## src/sv/fme_pkg.sv

```systemverilog
// Shared types, codes and constants for the fuzzy membership evaluator.
// No dependencies; every other file of the block imports this package.
`default_nettype none

package fme_pkg;

  // Default full-scale degree
  localparam int unsigned FULL_DEGREE_DEF = 255;

  // Field and datapath widths
  localparam int unsigned SAMPLE_W  = 16;
  localparam int unsigned EDGE_W    = 16;
  localparam int unsigned SHAPE_W   = 3;
  localparam int unsigned DEG_W     = 8;
  localparam int unsigned CFG_IDX_W = 2;
  localparam int unsigned WIDE_W    = 18;  // signed edge-to-edge differences
  localparam int unsigned MAG_W     = 17;  // magnitude of such a difference
  localparam int unsigned DEG_MAX   = 255; // largest value of the degree field

  // Division by three: exact for spans below 2^THIRD_SHIFT
  localparam int unsigned  THIRD_SHIFT = 17;
  localparam logic [15:0]  THIRD_RECIP = 16'd43691;

  // Term shapes
  localparam logic [SHAPE_W-1:0] SHAPE_TRIANGLE  = 3'd0;
  localparam logic [SHAPE_W-1:0] SHAPE_BELL      = 3'd1;
  localparam logic [SHAPE_W-1:0] SHAPE_TRAPEZOID = 3'd2;
  localparam logic [SHAPE_W-1:0] SHAPE_S_RAMP    = 3'd3;
  localparam logic [SHAPE_W-1:0] SHAPE_Z_RAMP    = 3'd4;

  // Register indexes
  localparam logic [CFG_IDX_W-1:0] REG_TERM_SHAPE = 2'd0;
  localparam logic [CFG_IDX_W-1:0] REG_LOWER_EDGE = 2'd1;
  localparam logic [CFG_IDX_W-1:0] REG_UPPER_EDGE = 2'd2;
  localparam logic [CFG_IDX_W-1:0] REG_PEAK_POINT = 2'd3;

  // How the final degree is formed from the quotient
  typedef enum logic [1:0] {
    KIND_ZERO,  // degree 0
    KIND_FULL,  // full degree
    KIND_RAMP,  // quotient, capped at full degree
    KIND_BELL   // full degree minus quotient, floored at zero
  } kind_t;

  // Configuration as seen by the datapath, edges sign-extended
  typedef struct packed {
    logic [SHAPE_W-1:0]       shape;
    logic signed [WIDE_W-1:0] lo;
    logic signed [WIDE_W-1:0] hi;
    logic signed [WIDE_W-1:0] pk;
    logic signed [WIDE_W-1:0] mid;
    logic signed [WIDE_W-1:0] half;
    logic signed [WIDE_W-1:0] third;
  } cfg_t;

endpackage

`default_nettype wire

```

## src/sv/fme_cfg.sv

```systemverilog
// Configuration registers and the values derived from them (bell centre,
// bell half width, trapezoid third). Depends on fme_pkg.
`default_nettype none

module fme_cfg (
  input  wire                             clk,
  input  wire                             rst_n,
  input  wire                             cfg_we,
  input  wire  [fme_pkg::CFG_IDX_W-1:0]   cfg_index,
  input  wire  [fme_pkg::EDGE_W-1:0]      cfg_wdata,
  output fme_pkg::cfg_t                   cfg_o
);
  import fme_pkg::*;

  logic [SHAPE_W-1:0]       shape_r;
  logic signed [EDGE_W-1:0] lo_r;
  logic signed [EDGE_W-1:0] hi_r;
  logic signed [EDGE_W-1:0] pk_r;
  logic signed [WIDE_W-1:0] mid_r, mid_nxt;
  logic signed [WIDE_W-1:0] half_r, half_nxt;
  logic signed [WIDE_W-1:0] third_r, third_nxt;

  logic signed [WIDE_W-1:0] lo_x, hi_x, pk_x, sum, sum_adj, span;
  logic [MAG_W-1:0]         span_pos;
  logic [MAG_W+15:0]        third_prod;

  always_ff @(posedge clk) begin
    if (!rst_n) begin
      shape_r <= '0;
      lo_r    <= '0;
      hi_r    <= '0;
      pk_r    <= '0;
    end else if (cfg_we) begin
      unique case (cfg_index)
        REG_TERM_SHAPE: shape_r <= cfg_wdata[SHAPE_W-1:0];
        REG_LOWER_EDGE: lo_r    <= cfg_wdata;
        REG_UPPER_EDGE: hi_r    <= cfg_wdata;
        REG_PEAK_POINT: pk_r    <= cfg_wdata;
      endcase
    end
  end

  assign lo_x = WIDE_W'(lo_r);
  assign hi_x = WIDE_W'(hi_r);
  assign pk_x = WIDE_W'(pk_r);

  // Centre rounds toward zero
  assign sum     = lo_x + hi_x;
  assign sum_adj = sum + $signed({{(WIDE_W-1){1'b0}}, sum[WIDE_W-1]});
  assign mid_nxt = sum_adj >>> 1;
  assign half_nxt = hi_x - mid_nxt;

  // Third of a non-negative span by reciprocal multiply
  assign span       = hi_x - lo_x;
  assign span_pos   = span[WIDE_W-1] ? '0 : span[MAG_W-1:0];
  assign third_prod = (MAG_W+16)'(span_pos) * (MAG_W+16)'(THIRD_RECIP);
  assign third_nxt  = $signed({2'b00, third_prod[MAG_W+15:THIRD_SHIFT]});

  always_ff @(posedge clk) begin
    if (!rst_n) begin
      mid_r   <= '0;
      half_r  <= '0;
      third_r <= '0;
    end else begin
      mid_r   <= mid_nxt;
      half_r  <= half_nxt;
      third_r <= third_nxt;
    end
  end

  assign cfg_o.shape = shape_r;
  assign cfg_o.lo    = lo_x;
  assign cfg_o.hi    = hi_x;
  assign cfg_o.pk    = pk_x;
  assign cfg_o.mid   = mid_r;
  assign cfg_o.half  = half_r;
  assign cfg_o.third = third_r;

endmodule

`default_nettype wire

```

## config.mk

```make
export PLATFORM = sky130hd
export DESIGN_NAME = fme_cfg
export DESIGN_NICKNAME = d
export VERILOG_FILES = /design/src/sv/fme_pkg.sv /design/src/sv/fme_cfg.sv
export SDC_FILE = /design/constraint.sdc
export NUM_CORES = 1
export LEC_CHECK = 0
export ABC_AREA = 0
export BUFFER_PORTS_ARGS = -buffer_cell sky130_fd_sc_hd__buf_2
export CORE_MARGIN = 4
export CORE_UTILIZATION = 44
export DETAILED_ROUTE_END_ITERATION = 16
export HOLD_SLACK_MARGIN = 0.05
export PLACE_DENSITY = 0.65
export SKIP_CTS_REPAIR_TIMING = 1
export SYNTH_ARGS = -nofsm -noshare
export SYNTH_HDL_FRONTEND = slang
export SYNTH_SLANG_ARGS = --single-unit
```

## constraint.sdc

```tcl
create_clock -name clk -period 16.7 [get_ports clk]
set_input_delay 0.835 -clock clk [delete_from_list [all_inputs] [get_ports clk]]
set_output_delay 0.835 -clock clk [all_outputs]
set_load 0.05 [all_outputs]
```

==> impl_metrics.ini <==
[layout]
layout-drive-gt1-share_pct = 12.86
fin_area_um2 = 11550
nets = 1609
syn_to_final_growth_pct = 10.92
n_antenna_cell = 0
fillers = 2346
utilization_pct = 49.35

[clock_network]
cts_tree = done
cts_max_level = 3
clockBufferDepth = 2
clockRootBuffer = clkbuf_16
clk_pin_slew_ns = 0.08
clk_latency_ns = 0.36
cts_buffers = 9
numClockSinks = 102

[yosys]
synth.most_common_cell = inv_1
synth_common_cells = 199 x inv_1, 175 x ha_1, 138 x nand2_1, 102 x a21oi_1, 102 x dfxtp_1
synth-seq-area-share_pct = 19.61
synthAdderAreaFrac_pct = 36.61
yosys.area.top_type_share_pct = 21.03
ys_warn_count = 0
synthFlopType = dfxtp_1
ys_top_cells_by_area = ha_1 21%, dfxtp_1 20%, fa_1 16%, inv_1 7.2%, nand2_1 5.0%
synth_compound_area_share_pct = 11.97
synth.distinct_cells = 73
syn_avg_cell_area_um2 = 8.444
synth_top_family_by_area = adder cells
ys_seq_elements = 102
async_reset_ff_share_pct = 0
syn-cell-area_um2 = 10410
synth_edf_count = 0
yosysTopAreaCell = ha_1
synth_mux_area_share_pct = 0.3846
yosys.area_share.simple_pct = 15.54
syn_inst = 1233
synthXorXnorAreaFrac_pct = 6.550

[timing]
min_period_over_period_pct = 51.81
layout_min_cycle_time_ns = 8.652
hold_viol_final = 0
tns_ns = 0
fin_skew_ns = 0.008873
fmax_mhz = 115.6
drv_slew = 0
setup_violations = 0
worst_pin_slew_ns = 1.145
rsz0062_at_grt = no
max_slew_margin_pct = 23.35

[detailed_routing]
viasPerCell = 5.072
totalWireLength_mm = 26.35
avgRoutedWirePerCell_um = 15.91
num_vias = 8399
drt_iter0_markers = 499
drc_errors = 0
firstDrtPassIters = 5
antenna_left = 0

[global_routing]
grt_first_pass_wirelength_mm = 42.75
globalRouteOverflowTotal = 0
grt_usage_pct = 20.11
grt_pass1_vias = 8510
grt_max_degree = 97
grt_antenna_before_repair = 0

[critical_path]
endpoint_kind = register
arrival_ns = 8.87
crit_type = register to register
cp_slowest_stage_delay_ns = 0.53
crit_top_cell = inv_1
cpMaxStageDelayCell = dfxtp_1
cp_data_required_time_ns = 16.91
critPathLaunchType = register
critPathMaxFanout = 13

[die]
dieHeight_um = 161.8
die_x_um = 161.8
start_util_pct = 44.49
core_area_um2 = 23400
num_rows = 56
ios = 132
dieArea_um2 = 26190

[hold_path]
hold_class = register to register

[placement]
dp_hpwl_mm = 22.20
dpl_cell_area_um2 = 11260
io_buffers = 129
gp_congestion = 0.9556

[run]
max-cap-violations = 0

[status]
status = complete, no violations
[metal layers]
| metal | global-route usage [%] | vias to the layer above | wire length, um |
|---|---|---|---|
| met3 | 3.502 | 39 | 1268 |
| met5 | 0 | - | 0 |
| met1 | 26.65 | 3930 | 12090 |
| met2 | 33.92 | 225 | 12360 |
| li1 | - | 4205 | - |
| met4 | 5.729 | 0 | 640 |
[state kept, by name, summed over array words and instances (netlist names)]
signal	cells
mid_r	17
hi_r	16
shape_r	3
pk_r	16
lo_r	16
third_r	16
half_r	18
[final cells by class]
cell class / instances / area [um2] / area share (%)
clock buffer: 10 / 239.0 / 2.069
clock inverter: 6 / 52.55 / 0.4550
inverter: 202 / 758.2 / 6.566
multi-input combinational: 887 / 7405 / 64.12
sequential: 102 / 2042 / 17.68
tap: 319 / 399.1 / 3.456
timing repair buffer: 130 / 653.1 / 5.655
[worst paths after layout]
check                            to                  from  slack, ns  depth (start not counted)
min            pk_r[8]$_SDFFE_PN0P_  pk_r[8]$_SDFFE_PN0P_       0.46                          2
min reg2reg    pk_r[8]$_SDFFE_PN0P_  pk_r[8]$_SDFFE_PN0P_       0.46                          2
max reg2reg  third_r[15]$_SDFF_PN0_  hi_r[1]$_SDFFE_PN0P_       8.05                         30
max          third_r[15]$_SDFF_PN0_  hi_r[1]$_SDFFE_PN0P_       8.05                         30
[placed cells by master, fill, tap and decap left out, types with 5 or more instances in the layout]
cell       synthesis  routed
or3_1              6       6
dfxtp_1          102     102
xnor2_1           43      43
o21ai_0           19      19
a21o_1            23      23
a21oi_1          102     102
inv_1            199     199
xor2_1            33      33
clkbuf_16          0       9
ha_1             175     175
fa_1              81      81
nor2_1            91      91
o31ai_1            6       6
nand2_1          138     138
nor3_1            21      21
or2_2              5       5
nor2b_1            9       9
nand3_1           18      18
buf_2              6     129
and3_1            10      10
and2_1             8       8
a211oi_1           6       6
o21a_1             7       7
nand2b_1          14      14
[metrics by stage]
stage                     setup slack [ns]  hold WS [ns]  std cells
after floorplan                      8.626        0.6753       1234
after global placement               8.093        0.4396       1640
after detailed placement             8.041        0.4470       1640
after CTS                            8.003        0.4587       1656
after global routing                 7.524        0.4771       1656
final                                8.048        0.4593       1656
[logic make-up after synthesis]
kind of cell               Yosys count
xor gates and xnor gates            77
other                                1
AOI/OAI and AO/OA                  201
and+or+nand+nor                    347
adders and majority gates          256
DFF                                102
muxes                                4
buffers and inverters              245
[worst max-delay path, delay by kind of cell, from the launching register on]
kind            cells  cell delay, ns
compound gates      8            2.07
flops               1            0.53
fa+ha+maj           8            3.46
buf+inv             6            0.50
simple gates        7            1.73
xor+xnor            1            0.17
Power is left out: the tool's default activity adds up to more than one toggle a clock period on the data nets, which glitch-free logic cannot reach.
