`src/sv/fme_pkg.sv`:
```
// Shared types, codes and constants for the fuzzy membership evaluator.
// No dependencies; every other file of the block imports this package.
`default_nettype none

package fme_pkg;

  // Default full-scale degree
  localparam int unsigned FULL_DEGREE_DEF = 255;

  // Field and datapath widths
  localparam int unsigned SAMPLE_W  = 16;
  localparam int unsigned EDGE_W    = 16;
  localparam int unsigned SHAPE_W   = 3;
  localparam int unsigned DEG_W     = 8;
  localparam int unsigned CFG_IDX_W = 2;
  localparam int unsigned WIDE_W    = 18;  // signed edge-to-edge differences
  localparam int unsigned MAG_W     = 17;  // magnitude of such a difference
  localparam int unsigned DEG_MAX   = 255; // largest value of the degree field

  // Division by three: exact for spans below 2^THIRD_SHIFT
  localparam int unsigned  THIRD_SHIFT = 17;
  localparam logic [15:0]  THIRD_RECIP = 16'd43691;

  // Term shapes
  localparam logic [SHAPE_W-1:0] SHAPE_TRIANGLE  = 3'd0;
  localparam logic [SHAPE_W-1:0] SHAPE_BELL      = 3'd1;
  localparam logic [SHAPE_W-1:0] SHAPE_TRAPEZOID = 3'd2;
  localparam logic [SHAPE_W-1:0] SHAPE_S_RAMP    = 3'd3;
  localparam logic [SHAPE_W-1:0] SHAPE_Z_RAMP    = 3'd4;

  // Register indexes
  localparam logic [CFG_IDX_W-1:0] REG_TERM_SHAPE = 2'd0;
  localparam logic [CFG_IDX_W-1:0] REG_LOWER_EDGE = 2'd1;
  localparam logic [CFG_IDX_W-1:0] REG_UPPER_EDGE = 2'd2;
  localparam logic [CFG_IDX_W-1:0] REG_PEAK_POINT = 2'd3;

  // How the final degree is formed from the quotient
  typedef enum logic [1:0] {
    KIND_ZERO,  // degree 0
    KIND_FULL,  // full degree
    KIND_RAMP,  // quotient, capped at full degree
    KIND_BELL   // full degree minus quotient, floored at zero
  } kind_t;

  // Configuration as seen by the datapath, edges sign-extended
  typedef struct packed {
    logic [SHAPE_W-1:0]       shape;
    logic signed [WIDE_W-1:0] lo;
    logic signed [WIDE_W-1:0] hi;
    logic signed [WIDE_W-1:0] pk;
    logic signed [WIDE_W-1:0] mid;
    logic signed [WIDE_W-1:0] half;
    logic signed [WIDE_W-1:0] third;
  } cfg_t;

endpackage

`default_nettype wire

```
`src/sv/fme_front.sv`:
```
// Front of the pipeline: sample capture, shape decode into a numerator and
// denominator, and the two multiply stages. Depends on fme_pkg.
`default_nettype none

module fme_front #(
  parameter int unsigned FULL_DEGREE = fme_pkg::FULL_DEGREE_DEF
) (
  input  wire                                      clk,
  input  wire                                      en,
  input  wire signed [fme_pkg::SAMPLE_W-1:0]       in_sample,
  input  fme_pkg::cfg_t                            cfg_i,
  output logic [2*fme_pkg::MAG_W+$clog2(FULL_DEGREE+1)-1:0] n_o,
  output logic [2*fme_pkg::MAG_W-1:0]              d_o,
  output fme_pkg::kind_t                           kind_o
);
  import fme_pkg::*;

  localparam int unsigned FW = $clog2(FULL_DEGREE + 1);
  localparam int unsigned DW = 2 * MAG_W;
  localparam int unsigned NW = DW + FW;
  localparam logic [FW-1:0] F_VEC = FW'(FULL_DEGREE);

  logic signed [SAMPLE_W-1:0] x_r;

  logic signed [WIDE_W-1:0] x, lo, hi, pk, dm, num, den, lo_d, hi_d;
  logic [MAG_W-1:0]         dm_mag;
  logic                     in_support, use_ramp;
  kind_t                    kind_nxt;
  logic [MAG_W-1:0]         a_nxt, b_nxt, c_nxt, e_nxt;

  kind_t            kind_s1_r, kind_s2_r, kind_s3_r;
  logic [MAG_W-1:0] a_r, b_r, c_r, e_r;
  logic [DW-1:0]    n0_r, dd_r, d_r;
  logic [NW-1:0]    n_r;

  always_ff @(posedge clk) begin
    if (en) x_r <= in_sample;
  end

  assign x    = WIDE_W'(x_r);
  assign lo   = cfg_i.lo;
  assign hi   = cfg_i.hi;
  assign pk   = cfg_i.pk;
  assign dm   = x - cfg_i.mid;
  assign dm_mag = dm[WIDE_W-1] ? MAG_W'(-dm) : dm[MAG_W-1:0];
  assign lo_d = lo + cfg_i.third;
  assign hi_d = hi - cfg_i.third;
  assign in_support = (x >= lo) && (x <= hi);

  always_comb begin
    kind_nxt = KIND_ZERO;
    use_ramp = 1'b0;
    num      = '0;
    den      = '0;
    a_nxt    = '0;
    b_nxt    = '0;
    c_nxt    = MAG_W'(1);
    e_nxt    = MAG_W'(1);
    unique case (cfg_i.shape)
      SHAPE_TRIANGLE: begin
        if (in_support) begin
          use_ramp = 1'b1;
          if (x < pk) begin
            num = x - lo;
            den = pk - lo;
          end else begin
            num = hi - x;
            den = hi - pk;
          end
        end
      end
      SHAPE_BELL: begin
        if (in_support) begin
          if (cfg_i.half == '0) begin
            kind_nxt = KIND_FULL;
          end else begin
            kind_nxt = KIND_BELL;
            a_nxt    = dm_mag;
            b_nxt    = dm_mag;
            c_nxt    = cfg_i.half[MAG_W-1:0];
            e_nxt    = cfg_i.half[MAG_W-1:0];
          end
        end
      end
      SHAPE_TRAPEZOID: begin
        if (in_support) begin
          priority if (x > lo_d && x < hi_d) begin
            kind_nxt = KIND_FULL;
          end else if (x <= lo_d) begin
            use_ramp = 1'b1;
            num      = x - lo;
            den      = cfg_i.third;
          end else begin
            use_ramp = 1'b1;
            num      = hi - x;
            den      = cfg_i.third;
          end
        end
      end
      SHAPE_S_RAMP: begin
        priority if (x < lo) begin
          kind_nxt = KIND_ZERO;
        end else if (x > hi) begin
          kind_nxt = KIND_FULL;
        end else begin
          use_ramp = 1'b1;
          num      = x - lo;
          den      = hi - lo;
        end
      end
      SHAPE_Z_RAMP: begin
        priority if (x > hi) begin
          kind_nxt = KIND_ZERO;
        end else if (x < lo) begin
          kind_nxt = KIND_FULL;
        end else begin
          use_ramp = 1'b1;
          num      = hi - x;
          den      = hi - lo;
        end
      end
      default: kind_nxt = KIND_ZERO;
    endcase
    // Ramp with empty span goes straight to full degree
    if (use_ramp) begin
      if (den == '0) begin
        kind_nxt = KIND_FULL;
      end else begin
        kind_nxt = KIND_RAMP;
        a_nxt    = num[MAG_W-1:0];
        b_nxt    = MAG_W'(1);
        c_nxt    = den[MAG_W-1:0];
        e_nxt    = MAG_W'(1);
      end
    end
  end

  always_ff @(posedge clk) begin
    if (en) begin
      kind_s1_r <= kind_nxt;
      a_r       <= a_nxt;
      b_r       <= b_nxt;
      c_r       <= c_nxt;
      e_r       <= e_nxt;
      kind_s2_r <= kind_s1_r;
      n0_r      <= DW'(a_r) * DW'(b_r);
      dd_r      <= DW'(c_r) * DW'(e_r);
      kind_s3_r <= kind_s2_r;
      n_r       <= NW'(n0_r) * NW'(F_VEC);
      d_r       <= dd_r;
    end
  end

  assign n_o    = n_r;
  assign d_o    = d_r;
  assign kind_o = kind_s3_r;

endmodule

`default_nettype wire

```
`config.mk`:
```
export PLATFORM = sky130hd
export DESIGN_NAME = fme_front
export DESIGN_NICKNAME = d
export VERILOG_FILES = /design/src/sv/fme_pkg.sv /design/src/sv/fme_front.sv
export SDC_FILE = /design/constraint.sdc
export NUM_CORES = 2
export LEC_CHECK = 0
export ABC_CLOCK_PERIOD_IN_PS = 15700
export BUFFER_PORTS_ARGS = -buffer_cell sky130_fd_sc_hd__buf_2
export CAP_MARGIN = 10
export CORE_ASPECT_RATIO = 0.9
export CORE_MARGIN = 1
export CORE_UTILIZATION = 65
export DETAILED_ROUTE_END_ITERATION = 8
export PLACE_DENSITY = 0.94
export SKIP_LAST_GASP = 1
export SYNTH_ARGS = -nofsm -noshare
export SYNTH_HDL_FRONTEND = slang
export SYNTH_SLANG_ARGS = --single-unit
```
`constraint.sdc`:
```
create_clock -name clk -period 15.7 [get_ports clk]
set_clock_uncertainty 0.2 [all_clocks]
set_input_delay 1.57 -clock clk [delete_from_list [all_inputs] [get_ports clk]]
set_output_delay 1.57 -clock clk [all_outputs]
set_load 0.02 [all_outputs]
```
==> key figures <==
Layout
  – Area growth, synth to finish: 6.34%
  – Final #Nets: 5614
  – Fill cell count: 4027
  – Final Non-Filler Cells: 5199
  – FF+latch area: 7030 um^2
  – Multi-input gate area: 29700 um^2
  – Layout cells sized above 1: 6.70%

STA
  – Pin slew with the least headroom to its limit: 1.16 ns
  – Min cycle time layout: 8.32 ns
  – Hold Vio Cnt, Final: 0
  – Final Max Tran Viols: 0
  – RSZ-0062 raised after global routing: no
  – Fin crit share: 53.0%
  – Final setup vio count: 0
  – Final setup TNS: 0 ns
  – Slew Limit Headroom: 22.7%
  – Fmax: 0.120 GHz

Drt
  – Remaining antenna violation count after routing: 0
  – DR pass1 iterations: 8
  – DR WL/cell: 22.0 um
  – Via density: 6.21
  – DRT iter0 DRCs: 3343
  – Vias: 32300
  – Total Routed Length: 114000 um
  – # DRC: 0

Clock network
  – Root buffer cell: clkbuf_16
  – Hold Buf Count CTS: 0
  – Clock-pin slew on the worst setup and hold paths: 0.06 ns
  – Num CTS Buffers: 27
  – Skew-Pair Late Insertion Delay: 0.61 ns
  – H-tree depth: 1
  – Post-CTS setup repair buffer count: 0
  – CTS tree: done
  – CTS Buffer Depth: 3
  – PostCTS Resize Cnt: 0
  – Total clock sinks: 234

Placement
  – HPWL after DPL: 88700 um
  – Port bufs: 206
  – Post-Place Cells: 5147
  – RePlAce Congestion: 1.01

Synthesis
  – Ys Warns: 0
  – Yosys cell types: 79
  – Sequential area share after synthesis: 17.4%
  – Synth async-reset ratio: 0%
  – EDFF count, synth: 234
  – Post-synthesis cell count: 4255
  – Top cells by area, synth: fa_1 (31%), edfxtp_1 (17%), ha_1 (15%), inv_1 (8.0%), nand2_1 (4.5%)
  – Yosys top cell by area: fa_1
  – Post-synth top area share: 30.5%
  – Post-Syn Area: 40400 um^2
  – Ys flop type: edfxtp_1
  – Flops & latches, synth: 234
  – Synth Net Count: 5485
  – Post-synthesis average cell area: 9.50 um^2

Run
  – Max-cap violation count: 0

Worst setup path
  – R2R Path Start: a_r[10]
  – CP required: 15.85 ns
  – Slowest CP cell: and4_1
  – FF-to-FF path depth: 24
  – Worst setup path endpoint: a_r[0]
  – Largest delay share family, worst path: compound AO/OA/AOI/OAI gates
  – CP arrival: 8.46 ns
  – Worst R2R End: n0_r[33]
  – Critical Path Sink Type: register
  – Critical path peak fanout: 21
  – Worst path max stage delay: 0.78 ns
  – Class of the most critical setup path: in -> reg
  – R2R setup slack: 7.66 ns
  – Buffers and inverters on the worst path: 1
  – Worst setup path startpoint: cfg_i[1]
  – Worst setup SP type: input pin
  – Worst path depth: 27
  – Most used cell, CP: o21ai_0

Global route
  – Total gr overflow: 0
  – First-pass GRT wire length: 181000 um
  – Initial antenna violation count: 4
  – Vias in the first global route: 34600
  – GRT Total Usage: 37.0%
  – Largest net degree at the start of global routing: 88

Floorplanning
  – Num ports: 207
  – Core Rows: 86
  – Die Y: 239 um
  – Die ar.: 63200 um^2
  – Initial core utilization: 65.9%
  – Core Region: 61300 um^2
  – Die span in x: 265 um

Status
  – Status: completed

Hold path
  – Worst hold path cell count: 0
  – Hold WC Path Type: reg -> reg
cell usage in the layout, fill, tap and decap left out, types with 30 or more instances in the layout:
master / Yosys / final
a21o_1: 78 / 78
a21oi_1: 188 / 188
and2_1: 199 / 199
and3_1: 30 / 30
buf_2: 5 / 205
edfxtp_1: 234 / 234
fa_1: 616 / 616
ha_1: 485 / 485
inv_1: 863 / 863
nand2_1: 486 / 486
nand2b_1: 35 / 35
nand3_1: 39 / 39
nor2_1: 152 / 152
nor2b_1: 36 / 36
nor3_1: 30 / 30
o21ai_0: 110 / 110
xnor2_1: 155 / 155
xor2_1: 78 / 78
how the worst min path moves through the flow:
stage / start / endpoint
after CTS: dd_r[31] / d_o[31]
after detailed placement: dd_r[27] / d_o[27]
after floorplan: dd_r[0] / d_o[0]
final: dd_r[11] / d_o[11]
after global placement: dd_r[15] / d_o[15]
after global routing: dd_r[31] / d_o[31]
layout make-up:
cell class / count / area share (%)
flip-flops and latches: 234 / 16.4
clock buffers: 28 / 1.58
inverters: 863 / 7.54
repair buffers: 213 / 2.54
multi-input cells: 3045 / 69.1
diodes: 2 / 0.0116
well taps: 792 / 2.31
clock inverters: 22 / 0.556
cell families (layout without fill, tap and decap cells):
logic type / after synthesis / in the layout / synth area share (%)
buffers and inverters: 976 / 1126 / 9.12
other: 0 / 2 / 0
AND/OR/NAND/NOR: 1095 / 1095 / 13.0
flip-flops: 234 / 234 / 17.4
adder cells (fa/ha/maj): 1101 / 1101 / 45.5
multiplexers: 13 / 13 / 0.334
XOR/XNOR: 233 / 233 / 5.05
AO/OA/AOI/OAI: 603 / 603 / 9.60
synthesized netlist by cell type (4+ instances only):
cell type	n
o31a_1	5
nand2b_1	35
nor2_1	152
buf_2	5
clkbuf_1	104
a22oi_1	11
and4_1	12
nor2b_1	36
a211o_1	7
ha_1	485
nand4_1	16
a21boi_0	8
a21oi_1	188
o31ai_1	8
or2_2	11
a31oi_1	18
a31o_2	9
a222oi_1	6
or4_1	6
o211ai_1	14
o32ai_1	8
o21a_1	27
inv_1	863
a211oi_1	21
nand2_1	486
or3_1	13
o211a_1	6
o21bai_1	24
mux2i_1	9
a21o_1	78
and3_1	30
nor3_1	30
xnor2_1	155
nand3b_1	6
and2_1	199
fa_1	616
xor2_1	78
o21ai_0	110
nand3_1	39
a221o_1	5
o2111ai_1	4
nor4_1	13
edfxtp_1	234
o22ai_1	15
worst register-to-register path, cell delays in order, from the launching register on:
cell and delay (ns):
edfxtp_1 0.94, nand2_1 0.18, fa_1 0.53, inv_1 0.06, fa_1 0.54, inv_1 0.05
fa_1 0.50, inv_1 0.06, fa_1 0.54, inv_1 0.05, fa_1 0.48, inv_1 0.05
fa_1 0.47, ha_1 0.38, a211oi_1 0.36, o21ai_0 0.21, a21o_1 0.19, a31oi_1 0.32
o31ai_1 0.21, o41a_1 0.37, a21oi_1 0.24, nor2b_1 0.09, o21ai_0 0.35, a21oi_1 0.21
xnor2_1 0.20
metrics by stage:
step	hold slack, ns	utilization (%)	cell area (um^2)	setup slack [ns]
CTS	0.207	70.1	43000	7.61
floorplan	0.200	-	40400	8.66
global route	0.214	70.1	43000	6.82
global placement	0.201	68.6	42100	7.16
finish	0.219	70.1	43000	7.38
detailed placement	0.205	68.6	42100	7.00
sequential cells by signal, summed over array words and instances (netlist names):
register / cells
a_r: 17
b_r: 17
c_r: 17
d_o: 34
dd_r: 34
e_r: 17
kind_o: 2
kind_s1_r: 2
kind_s2_r: 2
n0_r: 34
n_o: 42
x_r: 16
layer usage:
| metal | part of all wire, % | GRT usage (%) |
|---|---|---|
| met5 | 0.011 | 0 |
| met4 | 7.2 | 22.7 |
| met3 | 11 | 7.87 |
| met2 | 46 | 61.2 |
| met1 | 36 | 44.5 |
Power is not shown: default switching activity piles up to over one toggle a cycle in this logic, so the estimate is an artifact.
