[src/sv/fme_pkg.sv]
// Shared types, codes and constants for the fuzzy membership evaluator.
// No dependencies; every other file of the block imports this package.
`default_nettype none

package fme_pkg;

  // Default full-scale degree
  localparam int unsigned FULL_DEGREE_DEF = 255;

  // Field and datapath widths
  localparam int unsigned SAMPLE_W  = 16;
  localparam int unsigned EDGE_W    = 16;
  localparam int unsigned SHAPE_W   = 3;
  localparam int unsigned DEG_W     = 8;
  localparam int unsigned CFG_IDX_W = 2;
  localparam int unsigned WIDE_W    = 18;  // signed edge-to-edge differences
  localparam int unsigned MAG_W     = 17;  // magnitude of such a difference
  localparam int unsigned DEG_MAX   = 255; // largest value of the degree field

  // Division by three: exact for spans below 2^THIRD_SHIFT
  localparam int unsigned  THIRD_SHIFT = 17;
  localparam logic [15:0]  THIRD_RECIP = 16'd43691;

  // Term shapes
  localparam logic [SHAPE_W-1:0] SHAPE_TRIANGLE  = 3'd0;
  localparam logic [SHAPE_W-1:0] SHAPE_BELL      = 3'd1;
  localparam logic [SHAPE_W-1:0] SHAPE_TRAPEZOID = 3'd2;
  localparam logic [SHAPE_W-1:0] SHAPE_S_RAMP    = 3'd3;
  localparam logic [SHAPE_W-1:0] SHAPE_Z_RAMP    = 3'd4;

  // Register indexes
  localparam logic [CFG_IDX_W-1:0] REG_TERM_SHAPE = 2'd0;
  localparam logic [CFG_IDX_W-1:0] REG_LOWER_EDGE = 2'd1;
  localparam logic [CFG_IDX_W-1:0] REG_UPPER_EDGE = 2'd2;
  localparam logic [CFG_IDX_W-1:0] REG_PEAK_POINT = 2'd3;

  // How the final degree is formed from the quotient
  typedef enum logic [1:0] {
    KIND_ZERO,  // degree 0
    KIND_FULL,  // full degree
    KIND_RAMP,  // quotient, capped at full degree
    KIND_BELL   // full degree minus quotient, floored at zero
  } kind_t;

  // Configuration as seen by the datapath, edges sign-extended
  typedef struct packed {
    logic [SHAPE_W-1:0]       shape;
    logic signed [WIDE_W-1:0] lo;
    logic signed [WIDE_W-1:0] hi;
    logic signed [WIDE_W-1:0] pk;
    logic signed [WIDE_W-1:0] mid;
    logic signed [WIDE_W-1:0] half;
    logic signed [WIDE_W-1:0] third;
  } cfg_t;

endpackage

`default_nettype wire

[src/sv/fme_div_step.sv]
// One restoring division stage: resolves one quotient bit per clock while en is high.
// Depends on fme_pkg.
`default_nettype none

module fme_div_step #(
  parameter int unsigned NW = 42,
  parameter int unsigned DW = 34,
  parameter int unsigned QW = 10,
  parameter int unsigned SH = 0
) (
  input  wire                clk,
  input  wire                en,
  input  wire  [NW-1:0]      rem_i,
  input  wire  [DW-1:0]      den_i,
  input  wire  [QW-1:0]      q_i,
  input  fme_pkg::kind_t     kind_i,
  output logic [NW-1:0]      rem_o,
  output logic [DW-1:0]      den_o,
  output logic [QW-1:0]      q_o,
  output fme_pkg::kind_t     kind_o
);
  import fme_pkg::*;

  localparam int unsigned CW = (NW > DW + QW) ? NW : DW + QW;

  logic [CW-1:0] rem_ext, trial, diff;
  logic          ge;

  assign rem_ext = CW'(rem_i);
  assign trial   = CW'(den_i) << SH;
  assign diff    = rem_ext - trial;
  assign ge      = rem_ext >= trial;

  always_ff @(posedge clk) begin
    if (en) begin
      rem_o  <= ge ? diff[NW-1:0] : rem_i;
      den_o  <= den_i;
      q_o    <= {q_i[QW-2:0], ge};
      kind_o <= kind_i;
    end
  end

endmodule

`default_nettype wire

[src/sv/fme_div.sv]
// Pipelined divider: a chain of restoring stages, most significant quotient
// bit first. Depends on fme_pkg and fme_div_step.
`default_nettype none

module fme_div #(
  parameter int unsigned NW = 42,
  parameter int unsigned DW = 34,
  parameter int unsigned QW = 10
) (
  input  wire                clk,
  input  wire                en,
  input  wire  [NW-1:0]      n_i,
  input  wire  [DW-1:0]      d_i,
  input  fme_pkg::kind_t     kind_i,
  output logic [QW-1:0]      q_o,
  output fme_pkg::kind_t     kind_o
);
  import fme_pkg::*;

  logic [NW-1:0] rem_w  [QW+1];
  logic [DW-1:0] den_w  [QW+1];
  logic [QW-1:0] q_w    [QW+1];
  kind_t         kind_w [QW+1];

  assign rem_w[0]  = n_i;
  assign den_w[0]  = d_i;
  assign q_w[0]    = '0;
  assign kind_w[0] = kind_i;

  for (genvar k = 0; k < QW; k++) begin : g_step
    fme_div_step #(
      .NW (NW),
      .DW (DW),
      .QW (QW),
      .SH (QW - 1 - k)
    ) u_step (
      .clk    (clk),
      .en     (en),
      .rem_i  (rem_w[k]),
      .den_i  (den_w[k]),
      .q_i    (q_w[k]),
      .kind_i (kind_w[k]),
      .rem_o  (rem_w[k+1]),
      .den_o  (den_w[k+1]),
      .q_o    (q_w[k+1]),
      .kind_o (kind_w[k+1])
    );
  end

  assign q_o    = q_w[QW];
  assign kind_o = kind_w[QW];

endmodule

`default_nettype wire

[config.mk]
export PLATFORM = sky130hd
export DESIGN_NAME = fme_div
export DESIGN_NICKNAME = d
export VERILOG_FILES = /design/src/sv/fme_pkg.sv /design/src/sv/fme_div_step.sv /design/src/sv/fme_div.sv
export SDC_FILE = /design/constraint.sdc
export NUM_CORES = 1
export LEC_CHECK = 0
export BUFFER_PORTS_ARGS = -buffer_cell sky130_fd_sc_hd__buf_4
export CAP_MARGIN = 20
export CORE_MARGIN = 3
export CORE_UTILIZATION = 45
export CTS_CLUSTER_SIZE = 20
export DETAILED_ROUTE_END_ITERATION = 10
export SLEW_MARGIN = 20
export SYNTH_ARGS = -nofsm -noshare
export SYNTH_HDL_FRONTEND = slang
export SYNTH_HIERARCHICAL = 1
export SYNTH_SLANG_ARGS = --single-unit
[constraint.sdc]
create_clock -name clk -period 3 [get_ports clk]
set_input_delay 0.15 -clock clk [delete_from_list [all_inputs] [get_ports clk]]
set_output_delay 0.15 -clock clk [all_outputs]
set_load 0.1 [all_outputs]
==> summary.txt, run 1 <==
Setup path
  • Required time worst endpoint: about 3.4 ns
  • Crit path max fanout: 8
  • Worst Setup End Kind: register
  • CP arrival: 3.55 ns
  • Reg2Reg Setup Slack: -0.15 ns
  • Worst R2R Path Depth: 14
  • Reg2reg start: g_step[0].u_step/rem_o[12]
  • CP startpoint kind: register
  • Crit path kind: reg2reg
  • Critical R2R Capture: g_step[1].u_step/rem_o[39]

Global routing
  • Grt met3 use: 0.0222
  • First-pass GRT wire length: 205 mm
  • Initial antenna violation count: 0
  • Total gr overflow: 0
  • Most used routing layer: met2
  • Largest net degree at the start of global routing: 75
  • Vias in the first global route: approximately 39,000
  • Tot GR Track Use: 0.234
  • Global routing met1 resource utilization: 0.236
  • Global Route met2 Usage: 0.460

Clocking
  • Skew-Pair Late Insertion Delay: ~0.67 ns
  • Clock Tree Buf Depth: 3
  • CTS tree: done
  • TritonCTS Buffers: between 80 and 90
  • Clock Root Buffer: clkbuf_16
  • Clk slew on worst S/H paths: about 0.060 ns
  • Clk sinks: around 760
  • H-tree depth: 3

Timing
  • Setup_tns: -6.64 ns
  • Final slew viol count: 0
  • Fmax: 0.318 GHz
  • RSZ-0062 raised after global routing: yes
  • Hold WS: 0.104 ns
  • Setup Skew: roughly 0.029 ns
  • Final WS setup: -0.148 ns
  • Worst-margin pin slew: slightly above 0.9 ns
  • Post-layout min period: around 3.1 ns
  • Fin crit share: 1.05
  • Final Hold Fails: 0
  • Slew headroom: 0.378
  • Setup violators final: 94

Power and ir drop
  • Maximum VDD drop: approximately 0.00050 V
  • Static Leak: roughly 27 nW
  • Cell Pwr Density: 910 nW/µm²
  • Sequential cell fraction of total power: 0.292
  • Combinational share of power: 0.535
  • Design Power: around 58 mW
  • Cell internal pwr: between 30 and 40 mW
  • Clock network power share: 0.173
  • Sw Ratio: 0.371
  • P_sw: 21.6 mW

Drt
  • DR WL/cell: around 18 µm
  • Post-DRT Antenna Nets: 0
  • DRC violations left: 0
  • DR pass1 iterations: 5
  • Final WL: about 130 mm
  • Total number of vias: approximately 38,000
  • Vias per cell: approximately 5.3
  • Initial drt markers: approximately 1,600

Die
  • Die Width: ~330 µm
  • Row count: ~120
  • Initial Util: 0.457
  • Die Footprint: about 110,000 µm²
  • Die Y: between 300 and 400 µm
  • I/O pins: 92
  • Area of the core: 104,000 µm²

Synthesis
  • Yosys warns: 6
  • Mapped Area: 47,600 µm²
  • Post-synthesis area per instance: 10.5 µm²
  • Mapped Nets: slightly below 5,000
  • Cells after synthesis: 4,532

Hold path
  • Hold WC Path Type: in2reg
  • Worst Hold End: g_step[0].u_step/rem_o[9]
  • Hold Path Depth: 4
  • Hold_sp: n_i[9]

Placed design
  • Dpl cell area: about 57,000 µm²
  • GP Congestion: roughly 0.95
  • Placed Cells: a little under 7,000
  • Buffers on Ports: 91
  • DP HPWL: 103 mm
  • DP Worst Slack: -0.686 ns

Run status
  • Outcome: finished, violations left
  • Failing checks: negative setup slack

Final layout
  • Area grow syn2layout: 34.1%
  • Fill cells: around 8,600
  • Final Util: 0.613
  • Final #Nets: 6,100
  • Fin area: 63,900 µm²
  • N_diodes: 0
  • Share of cells above drive strength 1: 0.320
  • Non-Filler Instances: 7,120

Run
  • Max Cap Viol: 0
## sequential cells by signal (all words and copies together), names as in the netlist
register,count
g_step.u_step/q_o,55
g_step.u_step/den_o,306
g_step.u_step/kind_o,20
g_step.u_step/rem_o,378
## placed cells by master (no fill, tap or decap), drive strengths merged, types with 26 or more instances in the layout
cell / n
xor2: 93
nand3: 121
and3: 34
a21o: 151
inv: 453
a21oi: 442
dlygate4sd3: 79
o31ai: 42
xnor2: 183
clkinv: 44
mux2: 98
o211ai: 30
o21bai: 58
edfxtp: 759
o21ai: 289
nor3: 65
ha: 339
buf: 1142
o21a: 33
clkbuf: 102
a31oi: 38
nor2b: 28
nand2: 334
nand2b: 32
nor4: 28
and2: 26
nand4: 78
a211oi: 48
nor2: 286
## worst max-delay path, stage by stage, from the launching register on
cell      delay, ns
edfxtp_1       0.44
ha_1           0.40
nand2_2        0.16
o211ai_1       0.30
a21oi_2        0.13
a21oi_2        0.20
nand2_2        0.12
o31ai_4        0.27
a41oi_4        0.17
buf_12         0.17
buf_12         0.14
buf_12         0.13
buf_12         0.14
nand2_4        0.05
o21ai_2        0.05
## how the worst max path moves through the flow
stage                                     startpoint                    endpoint  slack [ns]  depth (start not counted)
after floorplan            g_step[4].u_step/rem_o[4]  g_step[5].u_step/rem_o[22]        0.02                         13
after global placement     g_step[0].u_step/rem_o[8]  g_step[1].u_step/rem_o[11]       -0.63                         14
after detailed placement   g_step[0].u_step/rem_o[8]  g_step[1].u_step/rem_o[11]       -0.69                         14
after CTS                  g_step[6].u_step/rem_o[2]   g_step[7].u_step/rem_o[3]       -0.16                         13
after global routing       g_step[6].u_step/rem_o[2]  g_step[7].u_step/rem_o[20]       -0.27                         15
final                     g_step[0].u_step/rem_o[12]  g_step[1].u_step/rem_o[39]       -0.15                         14
## cell type report
class	count	area [µm²]	share of cell area
Clock buffer	100	2230	0.0348
Tap cell	1380	1730	0.0270
Inverter	448	1740	0.0272
Multi-Input combinational cell	3152	24700	0.387
Timing Repair inverter	1	11.3	0.000176
Sequential cell	759	22800	0.357
Timing Repair Buffer	1223	10200	0.160
Clock inverter	57	482	0.00754
## metal layers
metal	up-vias	routed length (µm)
met5	-	0
met4	0	8850
met3	360	3460
met2	789	71800
met1	17800	47500
li1	18900	-
## power by group through the flow
stage               combinational (mW)  clock (mW)  sequential [mW]
floorplan                         16.9           0             16.4
CTS                               29.2        10.3             16.9
global placement                  27.0           0             16.9
finish                            31.1        10.0             17.0
global route                      34.0        10.8             17.2
detailed placement                27.1           0             17.0
## repair_timing
action | 4_1_cts | 5_1_grt
setup buffers | 43 | 40
endpoints found under the setup margin | 279 | 311
endpoints found under the hold margin | 88 | 0
resized for setup | 318 | 350
hold buffers | 79 | 0
pin swaps | 102 | 125
cloned | 12 | 2
Note: power is estimated with default switching activity, not from simulation.
==> run 2, diff against run 1 <==
--- a/config.mk
+++ b/config.mk
@@ -8,10 +8,10 @@
 export BUFFER_PORTS_ARGS = -buffer_cell sky130_fd_sc_hd__buf_4
 export CAP_MARGIN = 20
 export CORE_MARGIN = 3
-export CORE_UTILIZATION = 45
+export CORE_UTILIZATION = 40
 export CTS_CLUSTER_SIZE = 20
 export DETAILED_ROUTE_END_ITERATION = 10
-export SLEW_MARGIN = 20
+export SLEW_MARGIN = 0
 export SYNTH_ARGS = -nofsm -noshare
 export SYNTH_HDL_FRONTEND = slang
 export SYNTH_HIERARCHICAL = 1
==> constraint.sdc (replaced) <==
create_clock -name clk -period 3 [get_ports clk]
set_input_delay 0.3 -clock clk [delete_from_list [all_inputs] [get_ports clk]]
set_output_delay 0.3 -clock clk [all_outputs]
set_load 0.1 [all_outputs]
==> run 2 against run 1 <==
Compared with the run above: the flow still finishes with violations (negative setup slack); cell count up 2.9%; count of clock-buffer cells in the layout rose by 5; worst setup slack worse by 0.017 ns; total power is 3.0% higher; via count grew 0.28%; maximum frequency shrank 0.55%; flip-flop and latch count is the same; global-route usage shrank 2.2 points; design area rose by 1.2%; hold slack lost 0.022 ns; largest power group unchanged.
==> summary.txt, run 2 (synthesis gave the netlist of run 1 again) <==
Drt
  • Vias per cell: 5.19 (-2.6%)
  • DR pass1 iterations: 5 (unchanged)
  • Initial drt markers: 1,769 (+8.3%)
  • DRC violations left: 0 (unchanged)
  • Total number of vias: 38,000 (+0.28%)
  • Final WL: 135 mm (+2.2%)
  • DR WL/cell: 18.4 µm (-0.64%)
  • Post-DRT Antenna Nets: 0 (unchanged)

Final layout
  • Biggest regs: g_step.u_step/rem_o (378), g_step.u_step/den_o (306), g_step.u_step/q_o (55)
  • Commonest non-fill, non-tap cell in the layout: buf_4
  • Area grow syn2layout: 35.7%
  • Final #Nets: 6,157 (+0.93%)
  • Leading cell types in the layout, fill and taps excluded: 1,118 x buf_4, 759 x edfxtp_1, 429 x inv_1
  • Share of cells above drive strength 1: 0.322 (+0.00187)
  • Final Util: 0.552 (-0.0611)
  • N_diodes: 0 (unchanged)
  • Top reg by flops: g_step.u_step/rem_o
  • Non-Filler Instances: 7,327 (+2.9%)
  • Number of flip-flops in the largest register: 378 (unchanged)

Setup path
  • CP max stage cell: edfxtp_1
  • Required time worst endpoint: 3.40 ns (about the same)
  • Worst setup path endpoint: g_step[7].u_step/rem_o[3]
  • Reg2Reg Setup Slack: -0.17 ns (-0.02 ns)
  • Crit path max fanout: 5 (-3)
  • Crit path kind: reg2reg
  • CP startpoint kind: register
  • Critical Path Stages: 13 (-1)
  • Worst R2R Path Depth: 13 (-1)
  • Crit path max-delay family: compound AO/OA/AOI/OAI gates
  • Crit-path cells: inv_1 -> ha_2 -> inv_2 -> fa_2 -> a21o_1 -> a221oi_2 -> o211ai_1 -> buf_4 -> and3_4 -> nor3_4 -> a21o_4 -> buf_12 -> mux2_4
  • Critical R2R Capture: g_step[7].u_step/rem_o[3]
  • Slowest stage delay, CP: 0.40 ns (-0.04 ns)
  • Critical Path Source: g_step[6].u_step/rem_o[2]
  • CP arrival: 3.56 ns (about the same)
  • Worst Setup End Kind: register
  • Reg2reg start: g_step[6].u_step/rem_o[2]
  • Crit path buf inv count: 4 (unchanged)

Clocking
  • Clk slew on worst S/H paths: 0.06 ns (about the same)
  • Clock Root Buffer: clkbuf_16
  • TritonCTS Buffers: 92 (+7.0%)
  • CTS tree: done
  • Skew-Pair Late Insertion Delay: 0.67 ns (about the same)
  • Clk sinks: 759 (unchanged)
  • Clock Tree Buf Depth: 3 (unchanged)
  • H-tree depth: 3 (unchanged)

Die
  • Initial Util: 0.407 (-0.0504)
  • Die Width: 351 µm (+6.0%)
  • Die Footprint: 123,000 µm² (+12%)
  • Row count: 125 (+5.9%)
  • Die Y: 351 µm (+6.0%)
  • I/O pins: 92 (unchanged)
  • Area of the core: 117,000 µm² (+12%)

Timing
  • Setup violators final: 93 (-1.1%)
  • Final Hold Fails: 0 (unchanged)
  • Setup_tns: -5.39 ns (+1.25 ns)
  • RSZ-0062 raised after global routing: yes
  • Fmax: 0.316 GHz (-0.55%)
  • Final WS setup: -0.165 ns (-0.0173 ns)
  • Slew headroom: 0.527 (+0.150)
  • Fin crit share: 1.06 (+0.00576)
  • Final slew viol count: 0 (unchanged)
  • Setup Skew: 0.0292 ns (+0.000449 ns)
  • Post-layout min period: 3.17 ns (+0.0173 ns)
  • Worst-margin pin slew: 0.701 ns (-0.229 ns)

Placed design
  • Buffers on Ports: 91 (unchanged)
  • Placed Cells: 6,987 (+2.8%)
  • GP Congestion: 0.941 (-0.83%)
  • DP HPWL: 105 mm (+1.4%)

Hold path
  • Hold Path Depth: 3 (-1)
  • Hold_sp: n_i[32]
  • Hold WC Path Type: in2reg

Global routing
  • Tot GR Track Use: 0.211 (-0.0222)
  • Vias in the first global route: 39,200 (-0.41%)
  • Total gr overflow: 0 (unchanged)
  • Initial antenna violation count: 0 (unchanged)
  • First-pass GRT wire length: 206 mm (+0.45%)
  • Largest net degree at the start of global routing: 91 (+21%)

Run
  • Max Cap Viol: 0 (unchanged)

Power and ir drop
  • Maximum VDD drop: 0.000538 V (+7.8%)
  • Cell Pwr Density: 926 nW/µm² (+1.8%)
  • Design Power: 59.9 mW (+3.0%)
  • Static Leak: 27.5 nW (+1.5%)

Run status
  • Outcome: finished, violations left
  • Failing checks: negative setup slack
## run 2: cell count changes in the layout (fill, tap and decap cells not counted), sizes merged
cell and change:
clkbuf +13, inv +1, buf +45, dlygate4sd3 -3
clkinvlp +1, clkinv -6, bufinv +12
## run 2: layer usage
layer	global-route usage	vias up	share of wire
li1	-	19000	-
met1	0.220	18000	0.38
met2	0.413	669	0.54
met3	0.0226	309	0.026
met4	0.113	0	0.056
met5	0	-	0
## run 2: timing repair
item	4_1_cts	5_1_grt
resized for setup	220	340
setup endpoints to repair	285	312
cloned	5	10
setup buffers	41	46
endpoints found under the hold margin	76	0
pin swaps	74	112
hold buffers	76	0
## run 2: through the flow
stage | worst slack (ns) | area, µm² | hold WS [ns]
floorplan | 0.0128 | 47700 | 0.399
global placement | -0.552 | 57100 | 0.400
detailed placement | -0.544 | 57100 | 0.405
CTS | -0.171 | 62600 | 0.00400
global route | -0.267 | 64600 | 0.0327
finish | -0.165 | 64600 | 0.0815
## run 2: worst min path at each step
stage	to	slack (ns)
after global routing	g_step[0].u_step/rem_o[32]	0.03
final	g_step[0].u_step/rem_o[32]	0.08
after global placement	g_step[8].u_step/kind_o[1]	0.40
after detailed placement	g_step[4].u_step/q_o[4]	0.40
after CTS	g_step[0].u_step/rem_o[32]	0.004
after floorplan	g_step[0].u_step/den_o[0]	0.40
## run 2: final cells by class
| type | count | area (µm²) |
|---|---|---|
| Clock buffer | 105 | 2350 |
| Sequential cell | 759 | 22800 |
| Tap cell | 1524 | 1910 |
| Inverter | 448 | 1730 |
| Fill cell | 10200 | 52500 |
| Multi-Input combinational cell | 3152 | 24400 |
| Timing Repair inverter | 2 | 27.5 |
| Timing Repair Buffer | 1273 | 10500 |
| Clock inverter | 64 | 886 |
## run 2: power breakdown
group          switching, mW  internal (mW)
clock network           4.53           7.15
registers               1.67           15.3
logic                   15.6           15.6
total                   21.8           38.0
## run 2: worst register-to-register path: stages, from the launching register on
cell      delay [ns]
edfxtp_1        0.40
inv_1           0.08
ha_2            0.18
inv_2           0.04
fa_2            0.33
a21o_1          0.21
a221oi_2        0.27
o211ai_1        0.19
buf_4           0.20
and3_4          0.17
nor3_4          0.16
a21o_4          0.23
buf_12          0.15
mux2_4          0.30
